<file path="config.mk">
export PLATFORM = sky130hd
export DESIGN_NAME = sorted_priority_queue_flat
export DESIGN_NICKNAME = d
export VERILOG_FILES = /design/src/rtl/spq_pkg.sv /design/src/rtl/spq_if.sv /design/src/rtl/spq_cell.sv /design/src/rtl/sorted_priority_queue.sv /design/src/flat_wrapper.sv
export SDC_FILE = /design/constraint.sdc
export NUM_CORES = 2
export LEC_CHECK = 0
export BUFFER_PORTS_ARGS = -buffer_cell sky130_fd_sc_hd__buf_2
export CORE_MARGIN = 2
export CORE_UTILIZATION = 51
export CTS_BUF_LIST = sky130_fd_sc_hd__clkbuf_16
export CTS_CLUSTER_DIAMETER = 30
export DETAILED_ROUTE_END_ITERATION = 12
export GPL_ROUTABILITY_DRIVEN = 1
export HOLD_SLACK_MARGIN = 0.03
export MAX_ROUTING_LAYER = met4
export PLACE_DENSITY = 0.67
export SLEW_MARGIN = 20
export SYNTH_ARGS = -nofsm -noshare
export SYNTH_HDL_FRONTEND = slang
export SYNTH_SLANG_ARGS = --single-unit
</file>
<file path="constraint.sdc">
create_clock -name i_clk -period 13.85 [get_ports i_clk]
set_input_delay 0 -clock i_clk [delete_from_list [all_inputs] [get_ports i_clk]]
set_output_delay 0 -clock i_clk [all_outputs]
set_load 0.05 [all_outputs]
</file>
<file path="src/rtl/spq_pkg.sv">
package spq_pkg;

    localparam int DEPTH   = 16;
    localparam int DATA_W  = 32;
    localparam int CNT_W   = $clog2(DEPTH + 1);
    localparam int COUNT_W = 5;

    localparam logic OP_INSERT = 1'b0;
    localparam logic OP_REMOVE = 1'b1;

    localparam logic [1:0] ST_OK    = 2'd0;
    localparam logic [1:0] ST_FULL  = 2'd1;
    localparam logic [1:0] ST_EMPTY = 2'd2;

    // command broadcast to every cell of the chain
    typedef struct packed {
        logic                     ins;
        logic                     rem;
        logic signed [DATA_W-1:0] value;
    } t_cmd;

    // what a cell shows its neighbors
    typedef struct packed {
        logic signed [DATA_W-1:0] value;
        logic                     valid;
        logic                     keep;
    } t_link;

endpackage

</file>
<file path="src/rtl/spq_if.sv">
interface spq_in_if;
    logic                             valid;
    logic                             ready;
    logic                             op;
    logic signed [spq_pkg::DATA_W-1:0] value;

    modport source (output valid, output op, output value, input ready);
    modport sink   (input valid, input op, input value, output ready);
endinterface

interface spq_out_if;
    logic                               valid;
    logic                               ready;
    logic [1:0]                         status;
    logic signed [spq_pkg::DATA_W-1:0]  removed_value;
    logic signed [spq_pkg::DATA_W-1:0]  front_value;
    logic signed [spq_pkg::DATA_W-1:0]  rear_value;
    logic [spq_pkg::COUNT_W-1:0]        count;
    logic                               empty_res;

    modport source (output valid, output status, output removed_value, output front_value,
                    output rear_value, output count, output empty_res, input ready);
    modport sink   (input valid, input status, input removed_value, input front_value,
                    input rear_value, input count, input empty_res, output ready);
endinterface

</file>
<file path="src/rtl/spq_cell.sv">
module spq_cell (
    input  logic                 i_clk,
    input  logic                 i_rst_n,
    input  spq_pkg::t_cmd        i_cmd,
    input  spq_pkg::t_link       i_left,
    input  spq_pkg::t_link       i_right,
    output spq_pkg::t_link       o_link
);

    logic signed [spq_pkg::DATA_W-1:0] r_value, n_value;
    logic                              r_valid, n_valid;
    logic                              keep;

    // hold position when the stored value is ahead of (or equal to) the new one
    assign keep = r_valid && (r_value >= i_cmd.value);

    always_comb begin
        n_value = r_value;
        n_valid = r_valid;
        if (i_cmd.ins && !keep) begin
            if (i_left.keep) begin
                n_value = i_cmd.value;
                n_valid = 1'b1;
            end else begin
                n_value = i_left.value;
                n_valid = i_left.valid;
            end
        end else if (i_cmd.rem) begin
            n_value = i_right.value;
            n_valid = i_right.valid;
        end
    end

    always_ff @(posedge i_clk) begin
        if (!i_rst_n) begin
            r_valid <= 1'b0;
        end else begin
            r_valid <= n_valid;
        end
        r_value <= n_value;
    end

    assign o_link.value = r_value;
    assign o_link.valid = r_valid;
    assign o_link.keep  = keep;

endmodule

</file>
<file path="src/rtl/sorted_priority_queue.sv">
// Bounded priority queue of signed 32-bit values, held sorted in a chain of
// spq_pkg::DEPTH cells with the largest value at the front. An insert (op 0)
// lands behind every equal or larger value, so equal values leave first-in,
// first-out; a remove (op 1) takes the front entry. Each request transfer gives
// exactly one response transfer with status (0 ok, 1 insert dropped on full,
// 2 remove on empty), the removed value (zero unless a remove succeeded), and
// the front, rear, count and empty flag after the operation (front and rear
// read zero when empty; count is reported modulo 32). All cells compare and
// shift in parallel in the cycle of the request transfer; the next cycle forms
// the response from the cells, and the response is valid once that result is
// registered. The next request is taken once no result is being formed and
// the response register is free or being drained, so the block never takes a
// new request while the last one is still being formed.
module sorted_priority_queue (
    input  logic          i_clk,
    input  logic          i_rst_n,
    spq_in_if.sink        i_req,
    spq_out_if.source     o_rsp
);

    localparam int N = spq_pkg::DEPTH;

    spq_pkg::t_cmd  cmd;
    spq_pkg::t_link link [N];
    spq_pkg::t_link left_of  [N];
    spq_pkg::t_link right_of [N];

    logic r_busy;
    logic r_out_valid;
    logic [1:0] r_status;
    logic signed [spq_pkg::DATA_W-1:0] r_removed;
    logic signed [spq_pkg::DATA_W-1:0] r_front;
    logic signed [spq_pkg::DATA_W-1:0] r_rear;
    logic [spq_pkg::COUNT_W-1:0] r_count_out;
    logic r_empty;
    logic [spq_pkg::CNT_W-1:0] r_count;

    logic accept;
    logic full;
    logic empty;
    logic signed [spq_pkg::DATA_W-1:0] rear;
    logic [spq_pkg::CNT_W+spq_pkg::COUNT_W-1:0] count_ext;

    // take a request only when no result is being formed and the response
    // register is free or transfers in this cycle
    assign i_req.ready = !r_busy && (!r_out_valid || o_rsp.ready);
    assign accept      = i_req.valid && i_req.ready;

    assign full  = link[N-1].valid;
    assign empty = !link[0].valid;

    // broadcast: drop an insert into a full queue, ignore a remove on empty
    assign cmd.ins   = accept && (i_req.op == spq_pkg::OP_INSERT) && !full;
    assign cmd.rem   = accept && (i_req.op == spq_pkg::OP_REMOVE) && !empty;
    assign cmd.value = i_req.value;

    // neighbor wiring; the front cell sees a left neighbor that always keeps,
    // the rear cell sees an empty right neighbor
    always_comb begin
        for (int i = 0; i < N; i++) begin
            if (i == 0) begin
                left_of[i].value = '0;
                left_of[i].valid = 1'b1;
                left_of[i].keep  = 1'b1;
            end else begin
                left_of[i] = link[i-1];
            end
            if (i == N - 1) begin
                right_of[i].value = '0;
                right_of[i].valid = 1'b0;
                right_of[i].keep  = 1'b0;
            end else begin
                right_of[i] = link[i+1];
            end
        end
    end

    for (genvar g = 0; g < N; g++) begin : g_cell
        spq_cell u_cell (
            .i_clk   (i_clk),
            .i_rst_n (i_rst_n),
            .i_cmd   (cmd),
            .i_left  (left_of[g]),
            .i_right (right_of[g]),
            .o_link  (link[g])
        );
    end

    // rear is the last valid cell: valid with an invalid right neighbor
    always_comb begin
        rear = '0;
        for (int i = 0; i < N; i++) begin
            if (link[i].valid && !right_of[i].valid) begin
                rear = rear | link[i].value;
            end
        end
    end

    assign count_ext = {{spq_pkg::COUNT_W{1'b0}}, r_count};

    // control: busy for the cycle after a request transfer, then response valid
    always_ff @(posedge i_clk) begin
        if (!i_rst_n) begin
            r_busy      <= 1'b0;
            r_out_valid <= 1'b0;
            r_count     <= '0;
        end else begin
            r_busy <= accept;
            if (r_busy) begin
                r_out_valid <= 1'b1;
            end else if (o_rsp.ready) begin
                r_out_valid <= 1'b0;
            end
            if (cmd.ins) begin
                r_count <= r_count + 1'b1;
            end else if (cmd.rem) begin
                r_count <= r_count - 1'b1;
            end
        end
    end

    // payload: status and removed value at the transfer, the rest while r_busy is set
    always_ff @(posedge i_clk) begin
        if (accept) begin
            if (i_req.op == spq_pkg::OP_INSERT) begin
                r_status  <= full ? spq_pkg::ST_FULL : spq_pkg::ST_OK;
                r_removed <= '0;
            end else begin
                r_status  <= empty ? spq_pkg::ST_EMPTY : spq_pkg::ST_OK;
                r_removed <= empty ? '0 : link[0].value;
            end
        end
        if (r_busy) begin
            r_front     <= empty ? '0 : link[0].value;
            r_rear      <= rear;
            r_count_out <= count_ext[spq_pkg::COUNT_W-1:0];
            r_empty     <= empty;
        end
    end

    assign o_rsp.valid         = r_out_valid;
    assign o_rsp.status        = r_status;
    assign o_rsp.removed_value = r_removed;
    assign o_rsp.front_value   = r_front;
    assign o_rsp.rear_value    = r_rear;
    assign o_rsp.count         = r_count_out;
    assign o_rsp.empty_res     = r_empty;

endmodule

</file>
<file path="src/flat_wrapper.sv">
// flat-port wrapper written by rule: the top's interface ports become plain ports
module sorted_priority_queue_flat 
  (i_clk, i_rst_n, i_req_valid, i_req_op, i_req_value, i_req_ready, o_rsp_valid, o_rsp_status, o_rsp_removed_value, o_rsp_front_value, o_rsp_rear_value, o_rsp_count, o_rsp_empty_res, o_rsp_ready);
  spq_in_if i_req_i ();
  spq_out_if o_rsp_i ();
  input  logic i_clk;
  input  logic i_rst_n;
  input wire logic [$bits(i_req_i.valid)-1:0] i_req_valid;
  input wire logic [$bits(i_req_i.op)-1:0] i_req_op;
  input wire logic [$bits(i_req_i.value)-1:0] i_req_value;
  output wire logic [$bits(i_req_i.ready)-1:0] i_req_ready;
  output wire logic [$bits(o_rsp_i.valid)-1:0] o_rsp_valid;
  output wire logic [$bits(o_rsp_i.status)-1:0] o_rsp_status;
  output wire logic [$bits(o_rsp_i.removed_value)-1:0] o_rsp_removed_value;
  output wire logic [$bits(o_rsp_i.front_value)-1:0] o_rsp_front_value;
  output wire logic [$bits(o_rsp_i.rear_value)-1:0] o_rsp_rear_value;
  output wire logic [$bits(o_rsp_i.count)-1:0] o_rsp_count;
  output wire logic [$bits(o_rsp_i.empty_res)-1:0] o_rsp_empty_res;
  input wire logic [$bits(o_rsp_i.ready)-1:0] o_rsp_ready;
  assign i_req_i.valid = i_req_valid;
  assign i_req_i.op = i_req_op;
  assign i_req_i.value = i_req_value;
  assign i_req_ready = i_req_i.ready;
  assign o_rsp_valid = o_rsp_i.valid;
  assign o_rsp_status = o_rsp_i.status;
  assign o_rsp_removed_value = o_rsp_i.removed_value;
  assign o_rsp_front_value = o_rsp_i.front_value;
  assign o_rsp_rear_value = o_rsp_i.rear_value;
  assign o_rsp_count = o_rsp_i.count;
  assign o_rsp_empty_res = o_rsp_i.empty_res;
  assign o_rsp_i.ready = o_rsp_ready;
  sorted_priority_queue u_core (.i_clk(i_clk), .i_rst_n(i_rst_n), .i_req(i_req_i), .o_rsp(o_rsp_i));
endmodule
</file>
After elaboration in Yosys (flattened, before gate mapping) --
Cells that the tools add are included.
Word-level totals: register bits after elaboration 639, logic and storage cells 299, input port bits 37
Operators by class: reductions and logical operators 106, magnitude comparators 16, bitwise gates (word level) 16, add/subtract/negate cells 2, muxes and demuxes 118
Operators with widths (count):
- $mux 32 | 64
- $ge 32x32->1 | 16
- $or 32x32->32 | 15
- $logic_and 1x1->1 | 53
- $mux 1 | 50
- $reduce_bool 2->1 | 18
- $logic_not 1->1 | 34
- $mux 5 | 2
- $add 5x1->5 const B | 1
- $sub 5x1->5 const B | 1
- $mux 2 | 2
- $logic_or 1x1->1 | 1
- $not 1->1 | 1

Longest topological paths before layout --
depth in word-level cells 33, mapped depth 14, depth with buffers taken out 12

Modules after synthesis --
A second synthesis with hierarchy kept.
Unflattened totals: cells, all modules 4309, area total of the unflattened synthesis 52345.2 µm²
Modules (own cells, without submodules):
- spq_cell at u_core.g_cell[0].u_cell ... | cells an instance 232, times used 10, area an instance 2877.8 µm²
- spq_cell at u_core.g_cell[4].u_cell ... | cells an instance 233, times used 6, area an instance 2795.2 µm²
- sorted_priority_queue | cells an instance 591, times used 1, area an instance 6796.5 µm²

Worst setup path before layout --
Ideal clock, no wire load.
path type flip-flop to flip-flop, start register u_core.r_busy, end register u_core.g_cell[7].u_cell.r_value[0] (netlist name) (enable), arrival time 5.106 ns, library setup time 0.466 ns, stages on the path, launching flop included 7, clock period less this slack 5.571 ns, slack 8.279 ns, required time 13.384 ns, path through dfxtp_1 a21oi_2 nand2_1 nor3_2 inv_1 clkbuf_1 o21ai_0
Between the ends: cells in the longest elaborated chain, start to end 7, elaborated cells on any way between the ends 9
Ends and longest elaborated chain:
- start, declared | line sorted_priority_queue.sv:28 | logic r_busy;
- start signal, assigned | line sorted_priority_queue.sv:108 | r_busy <= accept;
- $logic_not 1->1 * | line sorted_priority_queue.sv:46 | assign i_req.ready = !r_busy && (!r_out_valid || o_rsp.ready);
- $logic_and 1x1->1 * | line sorted_priority_queue.sv:46
- via i_req_ready | line flat_wrapper.sv:11 | output wire logic [$bits(i_req_i.ready)-1:0] i_req_ready;
- $logic_and 1x1->1 * | line sorted_priority_queue.sv:47 | assign accept = i_req.valid && i_req.ready;
- $logic_and 1x1->1 (2 in series) | line sorted_priority_queue.sv:53 | assign cmd.ins = accept && (i_req.op == spq_pkg::OP_INSERT) && !full;
- $logic_and 1x1->1 | line spq_cell.sv:20 | if (i_cmd.ins && !keep) begin
- $reduce_bool 2->1 (no line) *
- end signal, assigned | line spq_cell.sv:40 | r_value <= n_value;
- end, declared | line spq_cell.sv:10 | logic signed [spq_pkg::DATA_W-1:0] r_value, n_value;
Mark *: on every way through the listed nets, which the timed path passes. The rest lies on a longest branch. A chain may end at the register's enable or synchronous reset.

Worst setup path in the final report --
start input i_req_value[11], end register u_core.g_cell[8].u_cell.r_value[4] (netlist name), data pin
Between the ends: cells in the longest elaborated chain, start to end 5, elaborated cells on any way between the ends 8
Ends and longest elaborated chain:
- start, declared | line flat_wrapper.sv:10 | input wire logic [$bits(i_req_i.value)-1:0] i_req_value;
- $ge 32x32->1 | line spq_cell.sv:15 | assign keep = r_valid && (r_value >= i_cmd.value);
- $logic_and 1x1->1 | line spq_cell.sv:15
- $logic_not 1->1 | line spq_cell.sv:20
- $logic_and 1x1->1 | line spq_cell.sv:20
- $mux 32 * | line spq_cell.sv:20
- via u_core.g_cell[8].u_cell.n_value, one bit | line spq_cell.sv:10
- end signal, assigned | line spq_cell.sv:40
- end, declared | line spq_cell.sv:10
Marked as above.

==> results_dict.tcl <==
set metrics [dict create \
    fmaxAchievable_ghz 0.179 \
    worst_r2r_path_depth 10 \
    grt_pass1_vias 37175 \
    drtIter0Drc 7661 \
    async_flop_share_pct 0 \
    startpoint_type "primary input" \
    ys_top_cells_by_area "edfxtp_1, ha_1, mux2i_1, a21oi_1, nor2_1" \
    cts_buffers 165 \
    max_cap_viol_count 0 \
    dp_hpwl_mm 134 \
    dr.pass1.iters 9 \
    vias 41004 \
    cp-end-kind "flip-flop" \
    arrival_ns 6.01 \
    dieArea_sq_um 88000 \
    min_path_cells 3 \
    cts_tree "done" \
    wirelength_mm 208 \
    synthesis.area_sq_um 43700 \
    finalCritPeriodShare_pct 40.3 \
    hold_viol_final 0 \
    ys_seq_area_share_pct 43.4 \
    crit_start "i_req_value[11]" \
    drtAntennaViolNets 0 \
    grt_pass1_wl_mm 285 \
    worstSetupPathType "primary input to flip-flop" \
    hp-class "primary input to flip-flop" \
    fp.dieW_um 297 \
    yosys.area.top_type "edfxtp_1" \
    min_period_ns 5.57 \
    finClkSkew_ns 0.0388 \
    relSlewSlack_pct 12.9 \
    vias_per_cell 7.12 \
    p_leak_nw 21.2 \
    fin_hold_ws_ns 0.287 \
    cp_common_cell "buf_4" \
    cp.required_ns 14.28 \
    yosys_warnings 0 \
    start_util_pct 51.4 \
    gr-total-overflow 0 \
    grt_usage_pct 48.0 \
    ys.flop_type "edfxtp_1" \
    drc 0 \
    layout.nets 4979 \
    crit_path_max_fanout 65 \
    post_cts_buffers 0 \
    fill_cells 6932 \
    outcome "complete, no violations" \
    wl_per_cell_um 36.1 \
    rr_startpoint "u_core.g_cell[8].u_cell.r_value[11]" \
    regArea_sq_um 19000 \
    multiInputGateArea_sq_um 23400 \
    setup_tns_ns 0 \
    htreeDepth 4 \
    path_cells "dlygate4sd3_1, buf_2, inv_1, ha_1, nand4_1, a2111oi_0, buf_4, o311ai_0, o211ai_1, buf_4, and2_2, buf_4, a21oi_1" \
    fin_util_pct 60.8 \
    min-delay-start "i_rst_n" \
    gp_congestion 1.05 \
    ys_types 83 \
    synthDominantCellAreaShare_pct 42.4 \
    antenna_found_initial 16 \
    yosys-top-cells-count "edfxtp_1, a21oi_1, nor2_1" \
    clk-insertion-delay-late_ns 0.77 \
    rsz0062_at_grt "no" \
    synth_cells 4301 \
    cts-root-buf "clkbuf_16" \
    port_buffers 142 \
    clk_pin_slew_worst_paths_ns 0.05 \
    powerDensity_nw_per_um2 145 \
    hold_path_end "u_core.g_cell[0].u_cell.r_valid" \
    grt_max_degree 72 \
    avgSynthCellArea_sq_um 10.2 \
    cts_num_sinks 639 \
    synth_edf_count 616 \
    syn_nets 4822 \
    clk_path_buf_depth 3 \
    num_rows 107 \
    r2r_slack_ns 8.51 \
    die_h_um 297 \
    r2r-end "u_core.g_cell[8].u_cell.r_value[4]" \
    worst_pin_slew_ns 1.30 \
    slowest_stage "buf_4" \
    syn_to_final_growth_pct 18.3 \
    synth_most_common_cell "edfxtp_1" \
    core_sq_um 85000 \
    drive_gt1_share_pct 12.6 \
    slew_viol_final 0 \
    cpPeakStageDelay_ns 0.82 \
    io_pins 143 \
    ys_ff_latch 639 \
    peakVddDrop_mv 0.121 \
    setup_violations 0 \
]
state kept, by name, indices dropped and copies added (netlist names):
name	flops
u_core.o_rsp.status	2
u_core.o_rsp.count	5
u_core.o_rsp.removed_value	32
u_core.g_cell.u_cell.r_value	512
u_core.o_rsp.empty_res	1
u_core.r_count	5
u_core.r_busy	1
u_core.g_cell.u_cell.r_valid	16
u_core.o_rsp.rear_value	32
u_core.o_rsp.valid	1
u_core.o_rsp.front_value	32
logic make-up after synthesis:
group	after synthesis	synth area share, %
multiplexers	391	9.06
buffers and inverters	360	3.76
AND/OR/NAND/NOR	1134	11.6
AO/OA/AOI/OAI	1287	18.2
adder cells (fa/ha/maj)	484	13.9
flip-flops	639	43.4
XOR/XNOR	6	0.120
final cells by class:
cell class	count	area share, %
tap	1144	2.77
timing repair buffer	268	3.48
clock inverter	134	2.79
multi-input combinational	3302	45.3
clock buffer	170	8.23
sequential	639	36.7
antenna	22	0.107
inverter	82	0.596
timing repair:
action / in CTS / in global routing
hold buffers: 40 / 0
resized for setup: 0 / 0
hold endpoints to repair: 426 / 0
cells in the final DEF, fill, tap and decap left out, drive strengths merged, types with 134 or more instances in the layout:
| master | Yosys | layout |
|---|---|---|
| a21oi | 614 | 614 |
| ha | 483 | 483 |
| edfxtp | 616 | 616 |
| o21ai | 256 | 256 |
| a221oi | 134 | 134 |
| mux2i | 358 | 358 |
| nand2 | 308 | 308 |
| nor2 | 505 | 505 |
| buf | 142 | 228 |
| clkbuf | 136 | 170 |
report_power, final:
group,internal [W],switching (W),leakage [nW]
combinational,0.000316,0.000754,12.4
clock,0.00269,0.00126,2.82
sequential,0.00231,0.000186,5.96
layer usage:
layer,share of wire (%),routed length (um),GRT usage [%],vias to the layer above
li1,-,-,-,16836
met5,0,0,-,-
met3,17,34500,17.8,912
met1,37,76300,62.0,19300
met4,7.5,15600,30.0,0
met2,39,81400,63.1,3956
how the worst max path moves through the flow:
stage,endpoint,cells past startpoint
floorplan,u_core.g_cell[7].u_cell.r_value[0],6
global placement,u_core.g_cell[8].u_cell.r_value[24],12
detailed placement,u_core.g_cell[8].u_cell.r_value[3],12
CTS,u_core.g_cell[8].u_cell.r_value[4],13
global route,u_core.g_cell[8].u_cell.r_value[16],13
finish,u_core.g_cell[8].u_cell.r_value[4],13
stage by stage:
step	worst slack (ns)	total power, W	instances	cell area, sq um
4_1_cts	8.69	0.00744	5738	51600
3_5_place_dp	8.50	0.00350	5394	45500
6_report	8.28	0.00752	5761	51700
2_1_floorplan	8.28	0.00305	4301	43700
5_1_grt	8.43	0.00767	5757	51700
3_3_place_gp	8.57	0.00349	5393	45500
worst max-delay path, delay by kind of cell:
family / cells / cell delay [ns]
and+or+nand+nor: 2 / 0.77
adders and majority gates: 1 / 0.51
buffers and inverters: 6 / 3.21
AOI/OAI and AO/OA: 4 / 1.43
Power figures use the tool's default switching activity.
